File: config.mk
export PLATFORM = sky130hd
export DESIGN_NAME = rc_drive_command_conditioner
export DESIGN_NICKNAME = d
export VERILOG_FILES = /design/src/rtl/rcdc_pkg.sv /design/src/rtl/rcdc_radio_map.sv /design/src/rtl/rcdc_joy_hold.sv /design/src/rtl/rc_drive_command_conditioner.sv
export SDC_FILE = /design/constraint.sdc
export NUM_CORES = 1
export LEC_CHECK = 0
export BUFFER_PORTS_ARGS = -buffer_cell sky130_fd_sc_hd__buf_2
export CAP_MARGIN = 20
export CORE_UTILIZATION = 45
export CTS_CLUSTER_DIAMETER = 50
export DETAILED_ROUTE_END_ITERATION = 6
export SYNTH_ARGS = -nofsm -noshare
export SYNTH_HDL_FRONTEND = slang
export SYNTH_HIERARCHICAL = 1
export SYNTH_SLANG_ARGS = --single-unit
File: constraint.sdc
create_clock -name clk -period 35.7 [get_ports clk]
set_input_delay 8.925 -clock clk [delete_from_list [all_inputs] [get_ports clk]]
set_output_delay 8.925 -clock clk [all_outputs]
set_load 0.005 [all_outputs]
File: src/rtl/rcdc_pkg.sv
package rcdc_pkg;

  // Stream payload widths
  localparam int InDataW  = 72;
  localparam int OutDataW = 24;
  localparam int ThrustW  = 11;
  localparam int PulseW   = 12;

  // Pulse mapping: (p - 1050) * 200 / 840 - 100 == (p - 1050) * 5 / 21 - 100
  localparam int MapInLo   = 1050;
  localparam int MapOutLo  = -100;
  // floor(m / 21) == (m * 798916) >> 24 for every m below 2^14
  localparam int RecipK    = 798916;
  localparam int RecipW    = 20;
  localparam int RecipSh   = 24;

  // Register reset values
  localparam logic [6:0]  DeadzoneRst  = 7'd10;
  localparam logic [6:0]  JoySpeedRst  = 7'd20;
  localparam logic [15:0] HoldMsRst    = 16'd500;
  localparam logic [11:0] SwThreshRst  = 12'd1800;

  typedef enum logic [1:0] {
    REG_DEADZONE  = 2'd0,
    REG_JOY_SPEED = 2'd1,
    REG_HOLD_MS   = 2'd2,
    REG_SW_THRESH = 2'd3
  } cfg_reg_t;

  typedef struct packed {
    logic [31:0]       now_ms;
    logic              joy_left;
    logic              joy_right;
    logic              joy_back;
    logic              joy_forward;
    logic [PulseW-1:0] switch_pulse;
    logic [PulseW-1:0] turn_pulse;
    logic [PulseW-1:0] forward_pulse;
  } sample_t;

  typedef struct packed {
    logic        joy_forward;
    logic        joy_back;
    logic        joy_right;
    logic        joy_left;
    logic [31:0] now_ms;
  } joy_sample_t;

  typedef struct packed {
    logic [6:0]  joy_speed;
    logic [15:0] hold_ms;
  } joy_cfg_t;

  // Direction (-1, 0, 1) times speed; no multiplier needed
  function automatic logic signed [ThrustW-1:0] scale_dir(
    input logic signed [1:0] dir,
    input logic [6:0]        speed
  );
    logic signed [ThrustW-1:0] s;
    s = $signed({{(ThrustW-7){1'b0}}, speed});
    priority if (dir == 2'sd1) begin
      return s;
    end else if (dir == -2'sd1) begin
      return -s;
    end else begin
      return '0;
    end
  endfunction

endpackage

File: src/rtl/rcdc_radio_map.sv
module rcdc_radio_map
  import rcdc_pkg::*;
(
  input  logic [PulseW-1:0]         pulse,
  input  logic                      negate,
  input  logic [6:0]                deadzone,
  output logic signed [ThrustW-1:0] thrust
);

  logic signed [12:0]             x;
  logic signed [14:0]             x5;
  logic [13:0]                    mag5;
  logic [RecipW+13:0]             prod;
  logic [9:0]                     quo;
  logic signed [ThrustW-1:0]      q_s;
  logic signed [ThrustW-1:0]      mapped;
  logic signed [ThrustW-1:0]      v;
  logic [ThrustW-1:0]             v_mag;
  logic signed [ThrustW-1:0]      dz_s;

  always_comb begin
    x    = $signed({1'b0, pulse}) - 13'(MapInLo);
    x5   = 15'(x) * 15'sd5;
    mag5 = x5[14] ? 14'(-x5) : 14'(x5);
    prod = mag5 * RecipW'(RecipK);
    quo  = prod[RecipSh+9:RecipSh];
    // Truncation toward zero: divide the magnitude, restore the sign
    q_s    = x5[14] ? -$signed({1'b0, quo}) : $signed({1'b0, quo});
    mapped = q_s + ThrustW'(MapOutLo);
    v      = negate ? -mapped : mapped;
    v_mag  = v[ThrustW-1] ? ThrustW'(-v) : ThrustW'(v);
    dz_s   = $signed({{(ThrustW-7){1'b0}}, deadzone});
    if (v_mag < {{(ThrustW-7){1'b0}}, deadzone}) begin
      thrust = '0;
    end else if (v > 0) begin
      thrust = v - dz_s;
    end else begin
      thrust = v + dz_s;
    end
  end

endmodule

File: src/rtl/rcdc_joy_hold.sv
module rcdc_joy_hold
  import rcdc_pkg::*;
(
  input  logic                      clk,
  input  logic                      rst_n,
  input  logic                      upd,
  input  joy_sample_t               smp,
  input  joy_cfg_t                  cfg,
  output logic signed [ThrustW-1:0] thrust_fwd,
  output logic signed [ThrustW-1:0] thrust_turn,
  output logic signed [1:0]         held_fwd_o,
  output logic signed [1:0]         held_turn_o
);

  logic              hold_active_r, hold_active_nxt;
  logic [31:0]       hold_start_r, hold_start_nxt;
  logic signed [1:0] held_fwd_r, held_fwd_nxt;
  logic signed [1:0] held_turn_r, held_turn_nxt;
  logic signed [1:0] fb, lr, fb_out, lr_out;
  logic [31:0]       elapsed;
  logic              pushed;
  logic              in_window;

  always_comb begin
    fb = smp.joy_forward ? 2'sd1 : (smp.joy_back ? -2'sd1 : 2'sd0);
    lr = smp.joy_right   ? 2'sd1 : (smp.joy_left ? -2'sd1 : 2'sd0);
    pushed    = (fb != 2'sd0) || (lr != 2'sd0);
    elapsed   = smp.now_ms - hold_start_r;
    in_window = elapsed < {16'd0, cfg.hold_ms};

    hold_active_nxt = hold_active_r;
    hold_start_nxt  = hold_start_r;
    held_fwd_nxt    = held_fwd_r;
    held_turn_nxt   = held_turn_r;
    fb_out          = fb;
    lr_out          = lr;

    priority if (!hold_active_r && pushed) begin
      // first push after a stop: latch it
      hold_start_nxt  = smp.now_ms;
      held_fwd_nxt    = fb;
      held_turn_nxt   = lr;
      hold_active_nxt = 1'b1;
    end else if (in_window) begin
      fb_out = held_fwd_r;
      lr_out = held_turn_r;
    end else if (!pushed) begin
      hold_active_nxt = 1'b0;
    end else begin
      hold_active_nxt = hold_active_r;
    end

    thrust_fwd  = scale_dir(fb_out, cfg.joy_speed);
    thrust_turn = scale_dir(lr_out, cfg.joy_speed);
  end

  always_ff @(posedge clk) begin
    if (!rst_n) begin
      hold_active_r <= 1'b0;
      hold_start_r  <= '0;
      held_fwd_r    <= '0;
      held_turn_r   <= '0;
    end else if (upd) begin
      hold_active_r <= hold_active_nxt;
      hold_start_r  <= hold_start_nxt;
      held_fwd_r    <= held_fwd_nxt;
      held_turn_r   <= held_turn_nxt;
    end
  end

  assign held_fwd_o  = held_fwd_r;
  assign held_turn_o = held_turn_r;

endmodule

File: src/rtl/rc_drive_command_conditioner.sv
// Path: an accepted item goes through the input register, one combinational pass and the
//   result register, which drives out_tvalid.
// Throughput: one item per cycle while out_tready is high; the single pass through
//   map/deadzone or the joystick hold logic is all that stands between the two registers.
// Reset (rst_n, synchronous, active low): both stages empty, joystick latch cleared,
//   configuration registers back to deadzone 10, speed 20, hold 500 ms, threshold 1800.
module rc_drive_command_conditioner
  import rcdc_pkg::*;
(
  input  logic                clk,
  input  logic                rst_n,
  // in_tdata, low bit up: forward_pulse[11:0], turn_pulse[23:12], switch_pulse[35:24],
  //   joy_forward[36], joy_back[37], joy_right[38], joy_left[39], now_ms[71:40]
  input  logic                in_tvalid,
  output logic                in_tready,
  input  logic [InDataW-1:0]  in_tdata,
  // in_tuser: frame_valid[0]
  input  logic                in_tuser,
  // out_tdata, low bit up: thrust_forward[10:0], thrust_turn[21:11], zero pad[23:22]
  output logic                out_tvalid,
  input  logic                out_tready,
  output logic [OutDataW-1:0] out_tdata,
  // configuration write channel
  input  logic                cfg_valid,
  output logic                cfg_ready,
  input  logic [1:0]          cfg_index,
  input  logic [15:0]         cfg_data
);

  // ---------------------------------------------------------------------------
  // Configuration registers; writes are always taken
  // ---------------------------------------------------------------------------
  logic [6:0]  deadzone_r;
  logic [6:0]  joy_speed_r;
  logic [15:0] hold_ms_r;
  logic [11:0] sw_thresh_r;

  assign cfg_ready = 1'b1;

  always_ff @(posedge clk) begin
    if (!rst_n) begin
      deadzone_r  <= DeadzoneRst;
      joy_speed_r <= JoySpeedRst;
      hold_ms_r   <= HoldMsRst;
      sw_thresh_r <= SwThreshRst;
    end else if (cfg_valid && cfg_ready) begin
      unique case (cfg_reg_t'(cfg_index))
        REG_DEADZONE:  deadzone_r  <= cfg_data[6:0];
        REG_JOY_SPEED: joy_speed_r <= cfg_data[6:0];
        REG_HOLD_MS:   hold_ms_r   <= cfg_data;
        REG_SW_THRESH: sw_thresh_r <= cfg_data[11:0];
        default: ;
      endcase
    end
  end

  // ---------------------------------------------------------------------------
  // Two-stage pipe: input register -> result register. The result register
  // frees the input side, so a new item is taken while a result waits.
  // ---------------------------------------------------------------------------
  logic                s0_valid_r, s0_valid_nxt;
  logic                s0_frame_r;
  sample_t             s0_smp_r;
  logic                out_valid_r, out_valid_nxt;
  logic [OutDataW-1:0] out_data_r, out_data_nxt;
  logic                out_load;
  logic                s0_fire;
  logic                in_fire;

  assign out_load  = !out_valid_r || out_tready;
  assign s0_fire   = s0_valid_r && out_load;
  assign in_tready = !s0_valid_r || out_load;
  assign in_fire   = in_tvalid && in_tready;

  always_comb begin
    s0_valid_nxt  = in_fire ? 1'b1 : (s0_fire ? 1'b0 : s0_valid_r);
    out_valid_nxt = out_load ? s0_valid_r : out_valid_r;
  end

  always_ff @(posedge clk) begin
    if (!rst_n) begin
      s0_valid_r  <= 1'b0;
      out_valid_r <= 1'b0;
    end else begin
      s0_valid_r  <= s0_valid_nxt;
      out_valid_r <= out_valid_nxt;
    end
  end

  always_ff @(posedge clk) begin
    if (in_fire) begin
      s0_frame_r <= in_tuser;
      s0_smp_r   <= sample_t'(in_tdata);
    end
    if (s0_fire) begin
      out_data_r <= out_data_nxt;
    end
  end

  // ---------------------------------------------------------------------------
  // Mode select: no frame -> zero, switch below threshold -> radio, else joystick
  // ---------------------------------------------------------------------------
  logic radio_mode;
  logic joy_mode;

  assign radio_mode = s0_frame_r && (s0_smp_r.switch_pulse < sw_thresh_r);
  assign joy_mode   = s0_frame_r && !radio_mode;

  // Radio path: forward as is, turn negated
  logic signed [ThrustW-1:0] radio_fwd, radio_turn;

  rcdc_radio_map u_map_fwd (
    .pulse    (s0_smp_r.forward_pulse),
    .negate   (1'b0),
    .deadzone (deadzone_r),
    .thrust   (radio_fwd)
  );

  rcdc_radio_map u_map_turn (
    .pulse    (s0_smp_r.turn_pulse),
    .negate   (1'b1),
    .deadzone (deadzone_r),
    .thrust   (radio_turn)
  );

  // Joystick path; the latch only moves when a joystick item leaves stage 0
  joy_sample_t               joy_smp;
  joy_cfg_t                  joy_cfg;
  logic signed [ThrustW-1:0] joy_fwd, joy_turn;
  logic signed [1:0]         held_fwd, held_turn;

  always_comb begin
    joy_smp.joy_forward = s0_smp_r.joy_forward;
    joy_smp.joy_back    = s0_smp_r.joy_back;
    joy_smp.joy_right   = s0_smp_r.joy_right;
    joy_smp.joy_left    = s0_smp_r.joy_left;
    joy_smp.now_ms      = s0_smp_r.now_ms;
    joy_cfg.joy_speed   = joy_speed_r;
    joy_cfg.hold_ms     = hold_ms_r;
  end

  rcdc_joy_hold u_joy (
    .clk         (clk),
    .rst_n       (rst_n),
    .upd         (s0_fire && joy_mode),
    .smp         (joy_smp),
    .cfg         (joy_cfg),
    .thrust_fwd  (joy_fwd),
    .thrust_turn (joy_turn),
    .held_fwd_o  (held_fwd),
    .held_turn_o (held_turn)
  );

  always_comb begin
    priority if (radio_mode) begin
      out_data_nxt = {2'b00, radio_turn, radio_fwd};
    end else if (joy_mode) begin
      out_data_nxt = {2'b00, joy_turn, joy_fwd};
    end else begin
      out_data_nxt = '0;
    end
  end

  assign out_tvalid = out_valid_r;
  assign out_tdata  = out_data_r;

  // ---------------------------------------------------------------------------
  // Assertions
  // ---------------------------------------------------------------------------
  a_reset_empty: assert property (@(posedge clk)
    !rst_n |=> !out_tvalid && !s0_valid_r)
    else $error("pipe not empty after reset");

  a_ready_when_empty: assert property (@(posedge clk) disable iff (!rst_n)
    !out_tvalid |-> in_tready)
    else $error("input stalled while result stage is empty");

  a_no_frame_zero: assert property (@(posedge clk) disable iff (!rst_n)
    s0_fire && !s0_frame_r |=> out_tvalid && out_tdata == '0)
    else $error("nonzero thrust without a radio frame");

  a_held_dir_legal: assert property (@(posedge clk) disable iff (!rst_n)
    held_fwd != -2'sd2 && held_turn != -2'sd2)
    else $error("latched joystick direction out of range");

endmodule
Yosys cells after proc, flatten, opt, wreduce, memory -nomap -nowiden
Cells that the tools add are included.

Add/subtract/negate cells: 17. Multipliers: 4. Magnitude comparators: 6. Eq/ne operators: 9. Muxes and demuxes: 29. Reduce and logical (&&, ||, !) cells: 23.

Operators with widths (number): $mux W11 (12); $mul A14 B18 Y32 const B (2); $mux W22 (2); $neg A11 Y11 (3); $lt A32 B16 Y1 (1); $sub A32 B32 Y32 (1); $mul A13 B4 Y15 const B (2); $mux W14 (2); $neg A14 Y14 (2); $sub A12 B11 Y13 const B (2); $add A11 B8 Y11 (2); $add A11 B8 Y11 const B (2); $gt A11 B1 Y1 const B (2); $lt A11 B7 Y1 (2); $neg A10 Y11 (2); $sub A11 B8 Y11 (2); $mux W2 (8); $lt A12 B12 Y1 (1); $neg A7 Y11 (1); $reduce_and A2 Y1 (5); $eq A2 B2 Y1 const B (4); $eq A2 B1 Y1 const B (3); $logic_and A1 B1 Y1 (6); $reduce_bool A2 Y1 (3); 6 further kinds (16).

Bits in registers: 178. Input port bits: 96. Output and inout port bits: 27.

Logic depth before layout (Yosys ltp)
Depth in word-level cells: 14. Gate-level depth with buffers: 69.

Cells and area by module
The synthesis kept the hierarchy.

By module, submodules not included: rcdc_radio_map at u_map_fwd (times used 1, cells an instance 788, area each 6383.6 um^2, sequential area each 0.0 um^2); rcdc_radio_map at u_map_turn (times used 1, cells an instance 770, area each 6242.2 um^2, sequential area each 0.0 um^2); rc_drive_command_conditioner (times used 1, cells an instance 397, area each 5228.8 um^2, sequential area each 3733.6 um^2); rcdc_joy_hold (times used 1, cells an instance 595, area each 4349.2 um^2, sequential area each 740.7 um^2).

Worst setup path before layout
OpenSTA, ideal clock, no wires.

Path kind: input to output. Start: in out_tready. End: out in_tready. Arrival time: 9.208 ns. Slack: 17.567 ns. Stages: 2. Path buffers: 0. Cells stage by stage: nor2b_1 -> nand2_1.

Longest elaborated chain between the ends: 2.

RTL lines: from (decl) (RTL line rc_drive_command_conditioner.sv:21) `input logic out_tready,`; $logic_or A1 B1 Y1 (RTL line rc_drive_command_conditioner.sv:70) `assign out_load = !out_valid_r || out_tready;`; $logic_or A1 B1 Y1 (RTL line rc_drive_command_conditioner.sv:72) `assign in_tready = !s0_valid_r || out_load;`; to (decl) (RTL line rc_drive_command_conditioner.sv:15) `output logic in_tready,`.

No other way between the ends.

Final worst setup path
Ends and elaborated chain as after synthesis.

==> results.md <==
- Status: finished clean
- RSZ-0062 raised after global routing: no
- WP data arrival: 9.52 ns
- Largest net degree at the start of global routing: 82
- Final hold violation count: 0
- Dpl cell area: 23400 µm²
- Worst setup SP type: input pin
- H-Tree Level Count: 4
- Tmin final: 18.44 ns
- Hold Crit Class: reg2reg
- TritonCTS buffer count: 17
- Clock sinks: 176
- Diode count: 0
- Start point of the worst min-delay path: u_joy/hold_start_r[14]
- Slew margin rel.: 14.1%
- Nets@finish: 3175
- DRT Wirelength: 54400 µm
- Netlist cell types: 125
- CTS-repair resized insts: 0
- Clock transition at path regs: 0.07 ns
- Initial antenna violation count: 0
- Final setup TNS: 0 ns
- Post-synth EDFFs: 95
- Final instance area: 24000 µm²
- Grt ovf: 0
- Wirelength per Cell: 16.4 µm
- Synth top area share: 20.5%
- Setup Buffers After CTS: 0
- Max-slew violations: 0
- Synth warnings: 6
- DP Cell Count: 3289
- Detail-routed via count per cell: 5.54
- Via Count: 18420
- Period Utilization, post-route: 51.7%
- Max cap viols: 0
- Layout overhead on the synthesized area: 8.15%
- Worst Tran Pin Value: 1.29 ns
- Post-DP HPWL: 44800 µm
- Synth Flop Type: edfxtp_1
- Hold Path End: u_joy/hold_start_r[14]
- Initial core utilization: 45.5%
- Layout cell share with drive strength beyond 1: 10.5%
- Root buffer cell: clkbuf_16
- Drt pass-1 iters: 5
- Die Wd: 224 µm
- Skew-Pair Late Insertion Delay: 0.47 ns
- Number of global-route vias before repair: 18229
- Reg2reg end: out_tdata[21]
- Mapped Cells: 2550
- CTS tree: yes
- Syn_area_per_cell: 8.71 µm²
- First-pass GRT wire length: 90200 µm
- CP peak stage delay: 0.24 ns
- Die area: 50200 µm²
- Endpoints failing setup: 0
- Synth Register Bits: 176
- Reg2reg path depth: 57
- Syn Std Cell Area: 22200 µm²
- Fmax: 0.0542 GHz
- Initial DRC count: 1046
- Rows: 81
- Crit path cell chain: buf_2, nor2b_1, nand2_1, buf_2
- Critical path type: in2out
- Seq/Total Area, Yosys: 20.2%
- I/O pin total: 123
- Synth top area cells: ha_1 (21%), edfxtp_1 (13%), dfxtp_1 (7.3%)
- Hold_buf cts: 0
- Post-detailed-route count of antenna-violating nets: 0
- DR DRC count: 0
- CORE AREA: 48800 µm²
- All-Layer GR Usage: 22.0%
- Final Instance Count excl. Fillers: 3323
- Crit path max fanout: 4
- Crit-path slowest cell: nor2b_1
- CP Data Required Time: 26.77 ns
- Cell taking the most area after synthesis: ha_1
- Port Buffer Count: 119
- Hold-critical path depth: 2
- Ys async rst share: 0%
- Crit path top cell by count: buf_2
- Setup Skew: 0.0163 ns
- Max Buffers Root-to-Sink: 2
- Die Span Y: 224 µm
- Crit Reg-Reg Startpoint: s0_smp_r[13]
- Fillers: 4713
- Worst setup EP type: primary output
- GP Congestion: 0.911
- Reg-to-reg slack, setup: 19.43 ns
-- sequential cells by signal, indices dropped and copies added, names as in the netlist, 2 cells and up --
signal,cells
u_joy/hold_start_r,32
deadzone_r,7
u_joy/held_fwd_o,2
joy_smp,36
out_tdata,22
hold_ms_r,16
s0_smp_r,36
u_joy/held_turn_o,2
joy_speed_r,7
sw_thresh_r,12
-- per-layer routing --
metal,vias to the layer above,share of wire (%),global-route usage (%)
li1,9261,-,-
met1,8741,48,29.1
met2,345,47,37.3
met3,73,3.1,2.82
met4,0,2.1,6.19
met5,-,0,0
-- how the worst max path moves through the flow --
| stage | from | end | slack (ns) | cells past startpoint |
|---|---|---|---|---|
| after CTS | out_tready | in_tready | 17.25 | 4 |
| after global routing | out_tready | in_tready | 17.17 | 4 |
| final | out_tready | in_tready | 17.26 | 4 |
| after floorplan | out_tready | in_tready | 17.57 | 2 |
| after global placement | out_tready | in_tready | 17.28 | 4 |
| after detailed placement | out_tready | in_tready | 17.25 | 4 |
-- synth_stat cells (23+ instances only) --
master	n
ha_1	364
nand2_1	301
inv_1	289
a21oi_1	130
xnor2_1	129
nor2_1	113
edfxtp_1	95
dfxtp_1	81
nand3_1	70
fa_1	69
a21boi_0	62
o21ai_0	58
a21o_1	52
xor2_1	50
clkbuf_1	42
nor3_1	39
mux2i_1	36
nand4_1	32
nor2b_1	28
o21bai_1	24
o21a_1	23
or3_1	23
-- cells in the final DEF, fill, tap and decap left out, types with 16 or more instances in the layout --
cell and instances:
a211oi_1 16, a21boi_0 62, a21o_1 52, a21oi_1 130, a21oi_2 18, a31oi_1 21, and3_1 21, buf_2 119
clkbuf_16 17, conb_1 18, dfxtp_1 81, edfxtp_1 95, fa_1 69, ha_1 364, inv_1 289, mux2i_1 36
nand2_1 301, nand2b_1 18, nand3_1 70, nand4_1 32, nor2_1 112, nor2b_1 27, nor3_1 39, nor4_1 18
o21a_1 23, o21ai_0 58, o21bai_1 24, o31ai_1 16, or3_1 23, or4_1 16, xnor2_1 129, xor2_1 50
-- cell type report --
| cell class | instances | area, µm² | share of cell area [%] |
|---|---|---|---|
| multi-input cells | 2030 | 16400 | 68.1 |
| clock inverters | 12 | 146 | 0.610 |
| inverters | 293 | 1100 | 4.58 |
| well taps | 664 | 831 | 3.46 |
| repair buffers | 128 | 671 | 2.79 |
| flip-flops and latches | 176 | 4470 | 18.6 |
| clock buffers | 20 | 437 | 1.82 |
-- worst max-delay path, delay by kind of cell --
| kind | cells | cell delay (ns) |
|---|---|---|
| buf+inv | 2 | 0.24 |
| simple gates | 2 | 0.36 |
-- through the flow --
step | setup WS [ns] | hold slack [ns] | utilization (%)
after global routing | 17.17 | 0.486 | 49.2
after CTS | 17.25 | 0.470 | 49.1
final | 17.26 | 0.464 | 49.2
after floorplan | 17.57 | 0.440 | -
after detailed placement | 17.25 | 0.460 | 47.9
after global placement | 17.28 | 0.452 | 47.9
-- cells by family after synthesis --
group	Yosys count	synth area share, %
multiplexers	40	1.83
other	2	0.0338
adder cells (fa/ha/maj)	433	26.7
AO/OA/AOI/OAI	585	19.8
flip-flops	176	20.2
AND/OR/NAND/NOR	770	17.5
buffers and inverters	360	6.49
XOR/XNOR	184	7.48
Power is not shown: default switching activity piles up to over one toggle a cycle in this logic, so the estimate is an artifact.
